[src/sv/mptl_pkg.sv]
`timescale 1ns / 1ps
// preset table lookup: shared types, field widths and constants
// no dependencies; used by mptl_if, mptl_scan, the top unit and the testbench
package mptl_pkg;

  localparam int BANK_W      = 8;
  localparam int PROG_W      = 7;
  localparam int ENTRY_W     = BANK_W + PROG_W;
  localparam int QBANK_W     = 7;
  localparam int CHAN_W      = 4;
  localparam int SLOT_W      = 8;
  localparam int FOUND_W     = 8;
  localparam int KIND_W      = 2;
  localparam int MODE_W      = 2;
  localparam int COUNT_W     = 9;
  localparam int CFG_IDX_W   = 1;
  localparam int CFG_DATA_W  = 9;

  localparam logic [CHAN_W-1:0]  DRUM_CHANNEL   = 4'd9;
  localparam logic [BANK_W-1:0]  DRUM_BANK      = 8'd128;
  localparam logic [QBANK_W-1:0] XG_DRUM_BANK_A = 7'd126;
  localparam logic [QBANK_W-1:0] XG_DRUM_BANK_B = 7'd127;
  localparam logic [MODE_W-1:0]  MODE_GM        = 2'd0;
  localparam logic [MODE_W-1:0]  MODE_GS        = 2'd1;
  localparam logic [MODE_W-1:0]  MODE_XG        = 2'd2;
  localparam logic [MODE_W-1:0]  MODE_RSVD      = 2'd3;

  typedef enum logic {
    OP_WRITE = 1'b0,
    OP_QUERY = 1'b1
  } op_e;

  typedef enum logic [CFG_IDX_W-1:0] {
    CFG_MIDI_MODE    = 1'b0,
    CFG_PRESET_COUNT = 1'b1
  } cfg_e;

  typedef enum logic [KIND_W-1:0] {
    KIND_EXACT    = 2'd0,
    KIND_FALLBACK = 2'd1,
    KIND_DEFAULT  = 2'd2,
    KIND_NONE     = 2'd3
  } kind_e;

  typedef enum logic [1:0] {
    ST_IDLE,
    ST_SCAN,
    ST_RESULT
  } scan_state_e;

  typedef struct packed {
    logic [BANK_W-1:0] target;
    logic [PROG_W-1:0] qprog;
    logic              drum;
  } query_t;

  typedef struct packed {
    logic [FOUND_W-1:0] found_index;
    kind_e              match_kind;
  } res_t;

endpackage

[src/sv/mptl_if.sv]
`timescale 1ns / 1ps
// preset table lookup: input and output channel interfaces
// depends on mptl_pkg for field widths
interface mptl_in_if;
  logic                          valid;
  logic                          ready;
  logic                          opcode;
  logic [mptl_pkg::SLOT_W-1:0]   entry_slot;
  logic [mptl_pkg::BANK_W-1:0]   entry_bank;
  logic [mptl_pkg::PROG_W-1:0]   entry_program;
  logic [mptl_pkg::QBANK_W-1:0]  query_bank;
  logic [mptl_pkg::PROG_W-1:0]   query_program;
  logic [mptl_pkg::CHAN_W-1:0]   channel;

  modport source (
    output valid, opcode, entry_slot, entry_bank, entry_program,
           query_bank, query_program, channel,
    input  ready
  );
  modport sink (
    input  valid, opcode, entry_slot, entry_bank, entry_program,
           query_bank, query_program, channel,
    output ready
  );
endinterface

interface mptl_out_if;
  logic                         valid;
  logic                         ready;
  logic [mptl_pkg::FOUND_W-1:0] found_index;
  logic [mptl_pkg::KIND_W-1:0]  match_kind;

  modport source (output valid, found_index, match_kind, input ready);
  modport sink (input valid, found_index, match_kind, output ready);
endinterface

[src/sv/mptl_ram.sv]
`timescale 1ns / 1ps
// generic single write port ram with registered read
// no dependencies
module mptl_ram #(
  parameter int WIDTH = 15,
  parameter int DEPTH = 256
) (
  input  logic                                     clk_i,
  input  logic                                     we_i,
  input  logic [((DEPTH > 1) ? $clog2(DEPTH) : 1)-1:0] waddr_i,
  input  logic [WIDTH-1:0]                         wdata_i,
  input  logic [((DEPTH > 1) ? $clog2(DEPTH) : 1)-1:0] raddr_i,
  output logic [WIDTH-1:0]                         rdata_o
);

  logic [WIDTH-1:0] mem_q [DEPTH];
  logic [WIDTH-1:0] rdata_q;

  always_ff @(posedge clk_i) begin
    if (we_i) begin
      mem_q[waddr_i] <= wdata_i;
    end
    rdata_q <= mem_q[raddr_i];
  end

  assign rdata_o = rdata_q;

endmodule

[src/sv/mptl_scan.sv]
`timescale 1ns / 1ps
// preset table lookup: scan sequencer with shared entry compare unit
// depends on mptl_pkg; drives the read port of mptl_ram
module mptl_scan #(
  parameter int TABLE_DEPTH = 256
) (
  input  logic                                 clk_i,
  input  logic                                 rst_ni,
  input  logic                                 start_i,
  input  mptl_pkg::query_t                     query_i,
  input  logic [(($clog2(TABLE_DEPTH + 1) > 9) ? $clog2(TABLE_DEPTH + 1) : 9)-1:0] count_i,
  output logic [((TABLE_DEPTH > 1) ? $clog2(TABLE_DEPTH) : 1)-1:0] raddr_o,
  input  logic [mptl_pkg::ENTRY_W-1:0]         rdata_i,
  output logic                                 idle_o,
  output logic                                 res_valid_o,
  input  logic                                 res_take_i,
  output mptl_pkg::res_t                       res_o
);

  localparam int CW    = ($clog2(TABLE_DEPTH + 1) > 9) ? $clog2(TABLE_DEPTH + 1) : 9;
  localparam int IDX_W = (TABLE_DEPTH > 1) ? $clog2(TABLE_DEPTH) : 1;

  mptl_pkg::scan_state_e state_q, state_d;
  logic [CW-1:0]                  addr_q, count_q;
  logic                           chk_q;
  logic [mptl_pkg::FOUND_W-1:0]   chk_idx_q;
  mptl_pkg::query_t               query_q;
  logic                           fb_q;
  logic [mptl_pkg::FOUND_W-1:0]   fb_idx_q;
  mptl_pkg::res_t                 res_q;

  logic [mptl_pkg::BANK_W-1:0] ent_bank;
  logic [mptl_pkg::PROG_W-1:0] ent_prog;
  logic                        scanning, issue, exact, fb_match, hit, finish;

  assign ent_bank = rdata_i[mptl_pkg::ENTRY_W-1:mptl_pkg::PROG_W];
  assign ent_prog = rdata_i[mptl_pkg::PROG_W-1:0];

  // shared compare unit, one entry per cycle
  assign exact    = (ent_bank == query_q.target) && (ent_prog == query_q.qprog);
  assign fb_match = query_q.drum ? (ent_bank == mptl_pkg::DRUM_BANK)
                                 : ((ent_bank == '0) && (ent_prog == query_q.qprog));

  always_comb begin
    scanning    = (state_q == mptl_pkg::ST_SCAN);
    issue       = scanning && (addr_q != count_q);
    hit         = scanning && chk_q && exact;
    finish      = scanning && !chk_q && (addr_q == count_q);
    idle_o      = (state_q == mptl_pkg::ST_IDLE);
    res_valid_o = (state_q == mptl_pkg::ST_RESULT);
  end

  always_comb begin
    state_d = state_q;
    case (state_q)
      mptl_pkg::ST_IDLE: begin
        if (start_i) state_d = mptl_pkg::ST_SCAN;
      end
      mptl_pkg::ST_SCAN: begin
        if (hit || finish) state_d = mptl_pkg::ST_RESULT;
      end
      mptl_pkg::ST_RESULT: begin
        if (res_take_i) state_d = mptl_pkg::ST_IDLE;
      end
      default: state_d = mptl_pkg::ST_IDLE;
    endcase
  end

  always_ff @(posedge clk_i or negedge rst_ni) begin
    if (!rst_ni) begin
      state_q <= mptl_pkg::ST_IDLE;
      chk_q   <= 1'b0;
      fb_q    <= 1'b0;
      addr_q  <= '0;
      count_q <= '0;
    end else begin
      state_q <= state_d;
      if (start_i && idle_o) begin
        addr_q  <= '0;
        count_q <= count_i;
        chk_q   <= 1'b0;
        fb_q    <= 1'b0;
      end else if (scanning) begin
        if (issue) addr_q <= addr_q + CW'(1);
        chk_q <= issue && !hit;
        if (chk_q && fb_match && !fb_q) fb_q <= 1'b1;
      end else begin
        chk_q <= 1'b0;
      end
    end
  end

  always_ff @(posedge clk_i) begin
    if (start_i && idle_o) begin
      query_q <= query_i;
    end
    if (scanning) begin
      chk_idx_q <= addr_q[mptl_pkg::FOUND_W-1:0];
      if (chk_q && fb_match && !fb_q) fb_idx_q <= chk_idx_q;
      if (hit) begin
        res_q.found_index <= chk_idx_q;
        res_q.match_kind  <= mptl_pkg::KIND_EXACT;
      end else if (finish) begin
        if (fb_q) begin
          res_q.found_index <= fb_idx_q;
          res_q.match_kind  <= mptl_pkg::KIND_FALLBACK;
        end else if (count_q != '0) begin
          res_q.found_index <= '0;
          res_q.match_kind  <= mptl_pkg::KIND_DEFAULT;
        end else begin
          res_q.found_index <= '0;
          res_q.match_kind  <= mptl_pkg::KIND_NONE;
        end
      end
    end
  end

  assign raddr_o = addr_q[IDX_W-1:0];
  assign res_o   = res_q;

  a_addr_bound: assert property (@(posedge clk_i) disable iff (!rst_ni)
    scanning |-> (addr_q <= count_q))
    else $error("scan address ran past the entry count");

  a_count_bound: assert property (@(posedge clk_i) disable iff (!rst_ni)
    !idle_o |-> (count_q <= CW'(TABLE_DEPTH)))
    else $error("entry count above table depth");

  a_no_chk_outside_scan: assert property (@(posedge clk_i) disable iff (!rst_ni)
    (state_q == mptl_pkg::ST_RESULT) |=> !chk_q)
    else $error("compare stage still busy after result");

  a_start_only_idle: assert property (@(posedge clk_i) disable iff (!rst_ni)
    ($past(start_i) && $past(idle_o)) |-> scanning)
    else $error("query start did not enter scan");

endmodule

[src/sv/midi_preset_table_lookup_unit.sv]
`timescale 1ns / 1ps
// A write transaction (opcode 0) stores bank and program at entry_slot. A query
// transaction (opcode 1) walks the table from entry 0 through the single ram read
// port, one entry per cycle, and stops at the first exact match; it scans at most
// preset_count entries (count clamped to TABLE_DEPTH), and the next transaction
// can be accepted once its result has moved into the output register. Input is
// not ready during a scan or while its result waits for a full output register.
// No clearing pass at reset.
// Depends on mptl_pkg, mptl_if, mptl_ram and mptl_scan.
module midi_preset_table_lookup_unit #(
  parameter int TABLE_DEPTH = 256
) (
  input  logic                                clk_i,
  input  logic                                rst_ni,
  input  logic                                cfg_we_i,
  input  logic [mptl_pkg::CFG_IDX_W-1:0]      cfg_index_i,
  input  logic [mptl_pkg::CFG_DATA_W-1:0]     cfg_wdata_i,
  mptl_in_if.sink                             in_ch,
  mptl_out_if.source                          out_ch
);

  localparam int CW    = ($clog2(TABLE_DEPTH + 1) > 9) ? $clog2(TABLE_DEPTH + 1) : 9;
  localparam int IDX_W = (TABLE_DEPTH > 1) ? $clog2(TABLE_DEPTH) : 1;

  logic [mptl_pkg::MODE_W-1:0]  mode_q;
  logic [mptl_pkg::COUNT_W-1:0] pcount_q;
  logic [CW-1:0]                count_w, count_eff;

  logic                         accept, start, ram_we, scan_idle;
  logic                         res_valid, res_take;
  logic                         xg_drum;
  mptl_pkg::query_t             query;
  mptl_pkg::res_t               scan_res, out_q;
  logic                         out_valid_q;
  logic [IDX_W-1:0]             raddr;
  logic [mptl_pkg::ENTRY_W-1:0] rdata;

  always_ff @(posedge clk_i or negedge rst_ni) begin
    if (!rst_ni) begin
      mode_q   <= '0;
      pcount_q <= '0;
    end else if (cfg_we_i) begin
      case (cfg_index_i)
        mptl_pkg::CFG_MIDI_MODE:    mode_q   <= cfg_wdata_i[mptl_pkg::MODE_W-1:0];
        mptl_pkg::CFG_PRESET_COUNT: pcount_q <= cfg_wdata_i[mptl_pkg::COUNT_W-1:0];
        default: ;
      endcase
    end
  end

  assign count_w   = CW'(pcount_q);
  assign count_eff = (count_w > CW'(TABLE_DEPTH)) ? CW'(TABLE_DEPTH) : count_w;

  assign in_ch.ready = scan_idle;
  assign accept      = in_ch.valid && in_ch.ready;
  assign start       = accept && (in_ch.opcode == mptl_pkg::OP_QUERY);
  assign ram_we      = accept && (in_ch.opcode == mptl_pkg::OP_WRITE) &&
                       (32'(in_ch.entry_slot) < 32'(TABLE_DEPTH));

  // drum requests search the drum kit bank
  assign xg_drum = (mode_q == mptl_pkg::MODE_XG) &&
                   ((in_ch.query_bank == mptl_pkg::XG_DRUM_BANK_A) ||
                    (in_ch.query_bank == mptl_pkg::XG_DRUM_BANK_B));

  always_comb begin
    query.qprog = in_ch.query_program;
    query.drum  = (in_ch.channel == mptl_pkg::DRUM_CHANNEL) || xg_drum;
    query.target = query.drum ? mptl_pkg::DRUM_BANK
                              : mptl_pkg::BANK_W'(in_ch.query_bank);
  end

  mptl_ram #(
    .WIDTH (mptl_pkg::ENTRY_W),
    .DEPTH (TABLE_DEPTH)
  ) u_table (
    .clk_i   (clk_i),
    .we_i    (ram_we),
    .waddr_i (IDX_W'(in_ch.entry_slot)),
    .wdata_i ({in_ch.entry_bank, in_ch.entry_program}),
    .raddr_i (raddr),
    .rdata_o (rdata)
  );

  mptl_scan #(
    .TABLE_DEPTH (TABLE_DEPTH)
  ) u_scan (
    .clk_i       (clk_i),
    .rst_ni      (rst_ni),
    .start_i     (start),
    .query_i     (query),
    .count_i     (count_eff),
    .raddr_o     (raddr),
    .rdata_i     (rdata),
    .idle_o      (scan_idle),
    .res_valid_o (res_valid),
    .res_take_i  (res_take),
    .res_o       (scan_res)
  );

  // output register parts the scan from the sink
  assign res_take = res_valid && (!out_valid_q || out_ch.ready);

  always_ff @(posedge clk_i or negedge rst_ni) begin
    if (!rst_ni) begin
      out_valid_q <= 1'b0;
    end else if (res_take) begin
      out_valid_q <= 1'b1;
    end else if (out_ch.ready) begin
      out_valid_q <= 1'b0;
    end
  end

  always_ff @(posedge clk_i) begin
    if (res_take) out_q <= scan_res;
  end

  assign out_ch.valid       = out_valid_q;
  assign out_ch.found_index = out_q.found_index;
  assign out_ch.match_kind  = out_q.match_kind;

  a_write_only_idle: assert property (@(posedge clk_i) disable iff (!rst_ni)
    ram_we |-> scan_idle)
    else $error("table write during a scan");

  a_none_index_zero: assert property (@(posedge clk_i) disable iff (!rst_ni)
    (res_valid && (scan_res.match_kind == mptl_pkg::KIND_NONE)) |->
      (scan_res.found_index == '0))
    else $error("empty table result carries an index");

  a_out_hold: assert property (@(posedge clk_i) disable iff (!rst_ni)
    (out_valid_q && !out_ch.ready) |=> (out_valid_q && $stable(out_q)))
    else $error("waiting result transaction changed");

endmodule

[src/flat_wrapper.sv]
// flat-port wrapper written by rule: the top's interface ports become plain ports
module midi_preset_table_lookup_unit_flat 
#(
  parameter int TABLE_DEPTH = 256
)
  (clk_i, rst_ni, cfg_we_i, cfg_index_i, cfg_wdata_i, in_ch_valid, in_ch_opcode, in_ch_entry_slot, in_ch_entry_bank, in_ch_entry_program, in_ch_query_bank, in_ch_query_program, in_ch_channel, in_ch_ready, out_ch_valid, out_ch_found_index, out_ch_match_kind, out_ch_ready);
  mptl_in_if in_ch_i ();
  mptl_out_if out_ch_i ();
  input  logic clk_i;
  input  logic rst_ni;
  input  logic cfg_we_i;
  input  logic [mptl_pkg::CFG_IDX_W-1:0] cfg_index_i;
  input  logic [mptl_pkg::CFG_DATA_W-1:0] cfg_wdata_i;
  input wire logic [$bits(in_ch_i.valid)-1:0] in_ch_valid;
  input wire logic [$bits(in_ch_i.opcode)-1:0] in_ch_opcode;
  input wire logic [$bits(in_ch_i.entry_slot)-1:0] in_ch_entry_slot;
  input wire logic [$bits(in_ch_i.entry_bank)-1:0] in_ch_entry_bank;
  input wire logic [$bits(in_ch_i.entry_program)-1:0] in_ch_entry_program;
  input wire logic [$bits(in_ch_i.query_bank)-1:0] in_ch_query_bank;
  input wire logic [$bits(in_ch_i.query_program)-1:0] in_ch_query_program;
  input wire logic [$bits(in_ch_i.channel)-1:0] in_ch_channel;
  output wire logic [$bits(in_ch_i.ready)-1:0] in_ch_ready;
  output wire logic [$bits(out_ch_i.valid)-1:0] out_ch_valid;
  output wire logic [$bits(out_ch_i.found_index)-1:0] out_ch_found_index;
  output wire logic [$bits(out_ch_i.match_kind)-1:0] out_ch_match_kind;
  input wire logic [$bits(out_ch_i.ready)-1:0] out_ch_ready;
  assign in_ch_i.valid = in_ch_valid;
  assign in_ch_i.opcode = in_ch_opcode;
  assign in_ch_i.entry_slot = in_ch_entry_slot;
  assign in_ch_i.entry_bank = in_ch_entry_bank;
  assign in_ch_i.entry_program = in_ch_entry_program;
  assign in_ch_i.query_bank = in_ch_query_bank;
  assign in_ch_i.query_program = in_ch_query_program;
  assign in_ch_i.channel = in_ch_channel;
  assign in_ch_ready = in_ch_i.ready;
  assign out_ch_valid = out_ch_i.valid;
  assign out_ch_found_index = out_ch_i.found_index;
  assign out_ch_match_kind = out_ch_i.match_kind;
  assign out_ch_i.ready = out_ch_ready;
  midi_preset_table_lookup_unit #(.TABLE_DEPTH(TABLE_DEPTH)) u_core (.clk_i(clk_i), .rst_ni(rst_ni), .cfg_we_i(cfg_we_i), .cfg_index_i(cfg_index_i), .cfg_wdata_i(cfg_wdata_i), .in_ch(in_ch_i), .out_ch(out_ch_i));
endmodule
[config.mk]
export PLATFORM = sky130hd
export DESIGN_NAME = midi_preset_table_lookup_unit_flat
export DESIGN_NICKNAME = d
export VERILOG_FILES = /design/src/sv/mptl_pkg.sv /design/src/sv/mptl_if.sv /design/src/sv/mptl_ram.sv /design/src/sv/mptl_scan.sv /design/src/sv/midi_preset_table_lookup_unit.sv /design/src/flat_wrapper.sv
export SDC_FILE = /design/constraint.sdc
export NUM_CORES = 2
export LEC_CHECK = 0
export ABC_AREA = 1
export BUFFER_PORTS_ARGS = -buffer_cell sky130_fd_sc_hd__buf_2
export CELL_PAD_IN_SITES_DETAIL_PLACEMENT = 0
export CELL_PAD_IN_SITES_GLOBAL_PLACEMENT = 1
export CORE_MARGIN = 5
export CORE_UTILIZATION = 33
export DETAILED_ROUTE_END_ITERATION = 10
export GPL_ROUTABILITY_DRIVEN = 1
export GPL_TIMING_DRIVEN = 0
export MAX_ROUTING_LAYER = met4
export PLACE_DENSITY_LB_ADDON = 0.1
export SETUP_SLACK_MARGIN = 0.02
export SKIP_CTS_REPAIR_TIMING = 1
export SYNTH_ARGS = -nofsm -noshare
export SYNTH_HDL_FRONTEND = slang
export SYNTH_HIERARCHICAL = 1
export SYNTH_SLANG_ARGS = --single-unit
export TNS_END_PERCENT = 1
[constraint.sdc]
create_clock -name clk_i -period 2.9 [get_ports clk_i]
set_input_delay 0.435 -clock clk_i [delete_from_list [all_inputs] [get_ports clk_i]]
set_output_delay 0.435 -clock clk_i [all_outputs]
set_load 0.03 [all_outputs]
==> qor.txt <==
Slew Viols, Final: 0
vias in the first global route: 109000
worst setup path class: register to register
final setup violation count: 561
CP max stage cell: clkbuf_4
PwrDens: 1040 nW/um^2
Num CTS Buffers: 452
Routed Antenna Nets: 0
final hold vios: 0
share of layout cells above drive strength 1: 0.168
largest net degree at the start of global routing: 139
gr ovfl total: 0
routed via count: 123000
WL final: 887000 microns
Ports: 69
endpoint class of the critical path: register
Synth Flop Type: edfxtp_1
RSZ-0062 raised after global routing: true
Port Buffers: 68
final hold slack: 0.0833 ns
Worst setup SP type: register
Post-synth EDFFs: 3892
area of the mapped netlist: 160000 sq um
initial core utilization: 0.331
r2r setup slk: -0.64 ns
Syn-to-layout area delta: 23.3%
Max Buffers Root-to-Sink: 4
CP required: 3.81 ns
Nets: 14300
Max rail drop VDD: 629 uV
status: complete, but fails checks
Detailed Place HPWL: 632000 microns
Clock Pin Slew Worst Setup and Hold Paths: 0.06 ns
failing checks: setup timing
CTS tree: done
GRT Util Overall: 0.354
CTS Sinks: 3941
fin crit share: 1.22
Max transition margin: 0.0243
root buffer cell: clkbuf_16
Layout fillers: 45400
Leak: 69.3 nW
Flop pwr share: 0.308
Avg Vias per Cell: 5.84
Post-Place Cell Area: 176000 sq um
Die Ht: 706 microns
Final Skew: 0.0788 ns
clk_lat worst skew: 1.08 ns
Switching Fraction: 0.441
post-layout min period: 3.54 ns
cell breakdown of the critical path: buf_4, clkbuf_2, buf_12, clkinv_1, clkbuf_4, nand3_4, nand3_4, nand2_1, nand2_1, nand2_2
cell area after layout: 197000 sq um
internal power: 115 mW
async set-or-reset flop fraction in the synthesized netlist: 0.00863
Seq cells post-synth: 3941
initial antenna violation count: 119
Pre-antenna DRT Iters: 7
placed insts: 20000
MaxCap Viol Count: 0
core area: 482000 sq um
Syn Nets: 13300
Non-Filler Instances: 21100
P_sw: 90.7 mW
post-synthesis cell type count: 40
PnR worst setup slack: -0.641 ns
syn_area_per_cell: 12.1 sq um
WL per Instance: 42.0 microns
Syn Inst Count: 13200
Combinational Power Share: 0.418
Ys Warns: 6
first-pass GRT wire length: 1120000 microns
Residual DRC: 0
clock power share: 0.274
die area: 498000 sq um
max incr delay on CP: 0.62 ns
share of synthesized area occupied by flip-flops and latches: 0.739
H-tree levels: 5
drt initial violations: 21400
highest clock rate: 0.282 GHz
die span in x: 706 microns
gpl congestion: 1.01
Rows: 255
crit-path max FO: 10
final core utilization: 0.408
HP Class: input port to asynchronous set/reset pin
crit path DAT: 4.45 ns
Worst Tran Pin Value: 1.46 ns
## through the flow
| step | setup slack (ns) | total power [mW] | setup TNS (ns) |
|---|---|---|---|
| finish | -0.641 | 205 | -67.35 |
| global route | -0.521 | 209 | -96.37 |
| CTS | -2.82 | 197 | -3276.95 |
| detailed placement | -2.79 | 141 | -3429.06 |
| global placement | -5.22 | 141 | - |
| floorplan | -0.0437 | 97.9 | -16.20 |
## state kept, by name, summed over array words and instances, names as in the netlist
signal and count:
u_core/u_scan/fb_idx_q 8, u_core/u_scan/chk_idx_q 8, u_core/u_scan/query_q 16, u_core/u_scan/state_q 2, u_core/u_scan/res_o 10, u_core/out_ch.found_index 8
u_core/out_ch.match_kind 2, u_core/u_scan/addr_q 9, u_core/count_w 9, u_core/u_scan/count_q 9, u_core/u_table/mem_q 3840, u_core/u_scan/fb_q 1
u_core/u_table/rdata_o 15, u_core/mode_q 2, u_core/out_ch.valid 1, u_core/u_scan/chk_q 1
## metal layers
metal,global-route usage,part of all wire,up-vias
met1,0.474,0.40,64000
met3,0.106,0.12,1634
li1,-,-,49400
met4,0.180,0.060,0
met2,0.486,0.42,8355
met5,-,0,-
## synthesized netlist by cell type (10+ instances only)
master | count | area (sq um)
buf_4 | 208 | 1560
buf_6 | 47 | 529
buf_1 | 40 | 150
clkbuf_1 | 161 | 604
dfrtp_1 | 34 | 851
dfxtp_1 | 15 | 300
xnor2_1 | 10 | 87.6
nand3_1 | 3804 | 19000
inv_1 | 105 | 394
nor2_1 | 329 | 1230
nand2_1 | 4067 | 15300
edfxtp_1 | 3892 | 117000
nand4_1 | 22 | 138
buf_2 | 440 | 2200
## final cells by class
class                   count  area, sq um  area share
plain buffers             898         7340      0.0372
inverters                 115          445     0.00226
flip-flops and latches   3941       118000       0.599
clock inverters           252         2200      0.0111
multi-input cells        8289        39700       0.201
repair buffers            550         9120      0.0463
diodes                     75          188    0.000952
clock buffers             576        12000      0.0610
well taps                6425         8040      0.0408
## path summary, 6_finish.rpt
kind                       cells after the start                           end                     from
max reg2reg                                   10     u_core/u_table/rdata_o[9]  u_core/u_scan/addr_q[5]
min in group clk_i                             2      u_core/u_scan/query_q[7]   in_ch_query_program[6]
max in group asynchronous                      2       u_core/u_scan/addr_q[3]                   rst_ni
min                                            2       u_core/u_scan/addr_q[5]                   rst_ni
max                                           10     u_core/u_table/rdata_o[9]  u_core/u_scan/addr_q[5]
min reg2reg                                    0  u_core/out_ch.found_index[1]   u_core/u_scan/res_o[3]
## critical path, delay by kind of cell, from the launching register on
kind | cells | cell delay (ns)
flip-flops | 1 | 0.39
buffers and inverters | 5 | 1.93
AND/OR/NAND/NOR | 5 | 1.01
## power groups by stage
stage / logic, mW / registers, mW / clock network, mW
3_3_place_gp: 75.9 / 64.8 / 0
2_1_floorplan: 33.6 / 64.4 / 0
4_1_cts: 76.8 / 63.3 / 56.9
6_report: 85.8 / 63.3 / 56.4
3_5_place_dp: 76.7 / 64.5 / 0
5_1_grt: 86.5 / 63.3 / 59.3
## cells in the final DEF (no fill, tap or decap), types with 70 or more instances in the layout
| master | count |
|---|---|
| nand2_1 | 4046 |
| edfxtp_1 | 3892 |
| nand3_1 | 3606 |
| clkbuf_16 | 463 |
| buf_4 | 282 |
| buf_2 | 260 |
| nor2_4 | 244 |
| buf_12 | 233 |
| buf_6 | 161 |
| clkbuf_1 | 153 |
| clkbuf_4 | 135 |
| nand3_2 | 133 |
| clkinv_1 | 122 |
| buf_16 | 115 |
| inv_1 | 105 |
| diode_2 | 75 |
| buf_8 | 75 |
| nand3_4 | 75 |
| clkinv_2 | 74 |
| nor2_1 | 70 |
## logic make-up (layout without fill, tap and decap cells)
logic type,count (synthesis),in the layout,synth area share
simple gates,8258,8258,0.225
flops,3941,3941,0.739
fa+ha+maj,1,1,0.0000783
xor+xnor,13,13,0.000760
compound gates,17,17,0.000564
buf+inv,1016,2391,0.0348
other cells,0,75,0
Note: power is estimated with default switching activity, not from simulation.
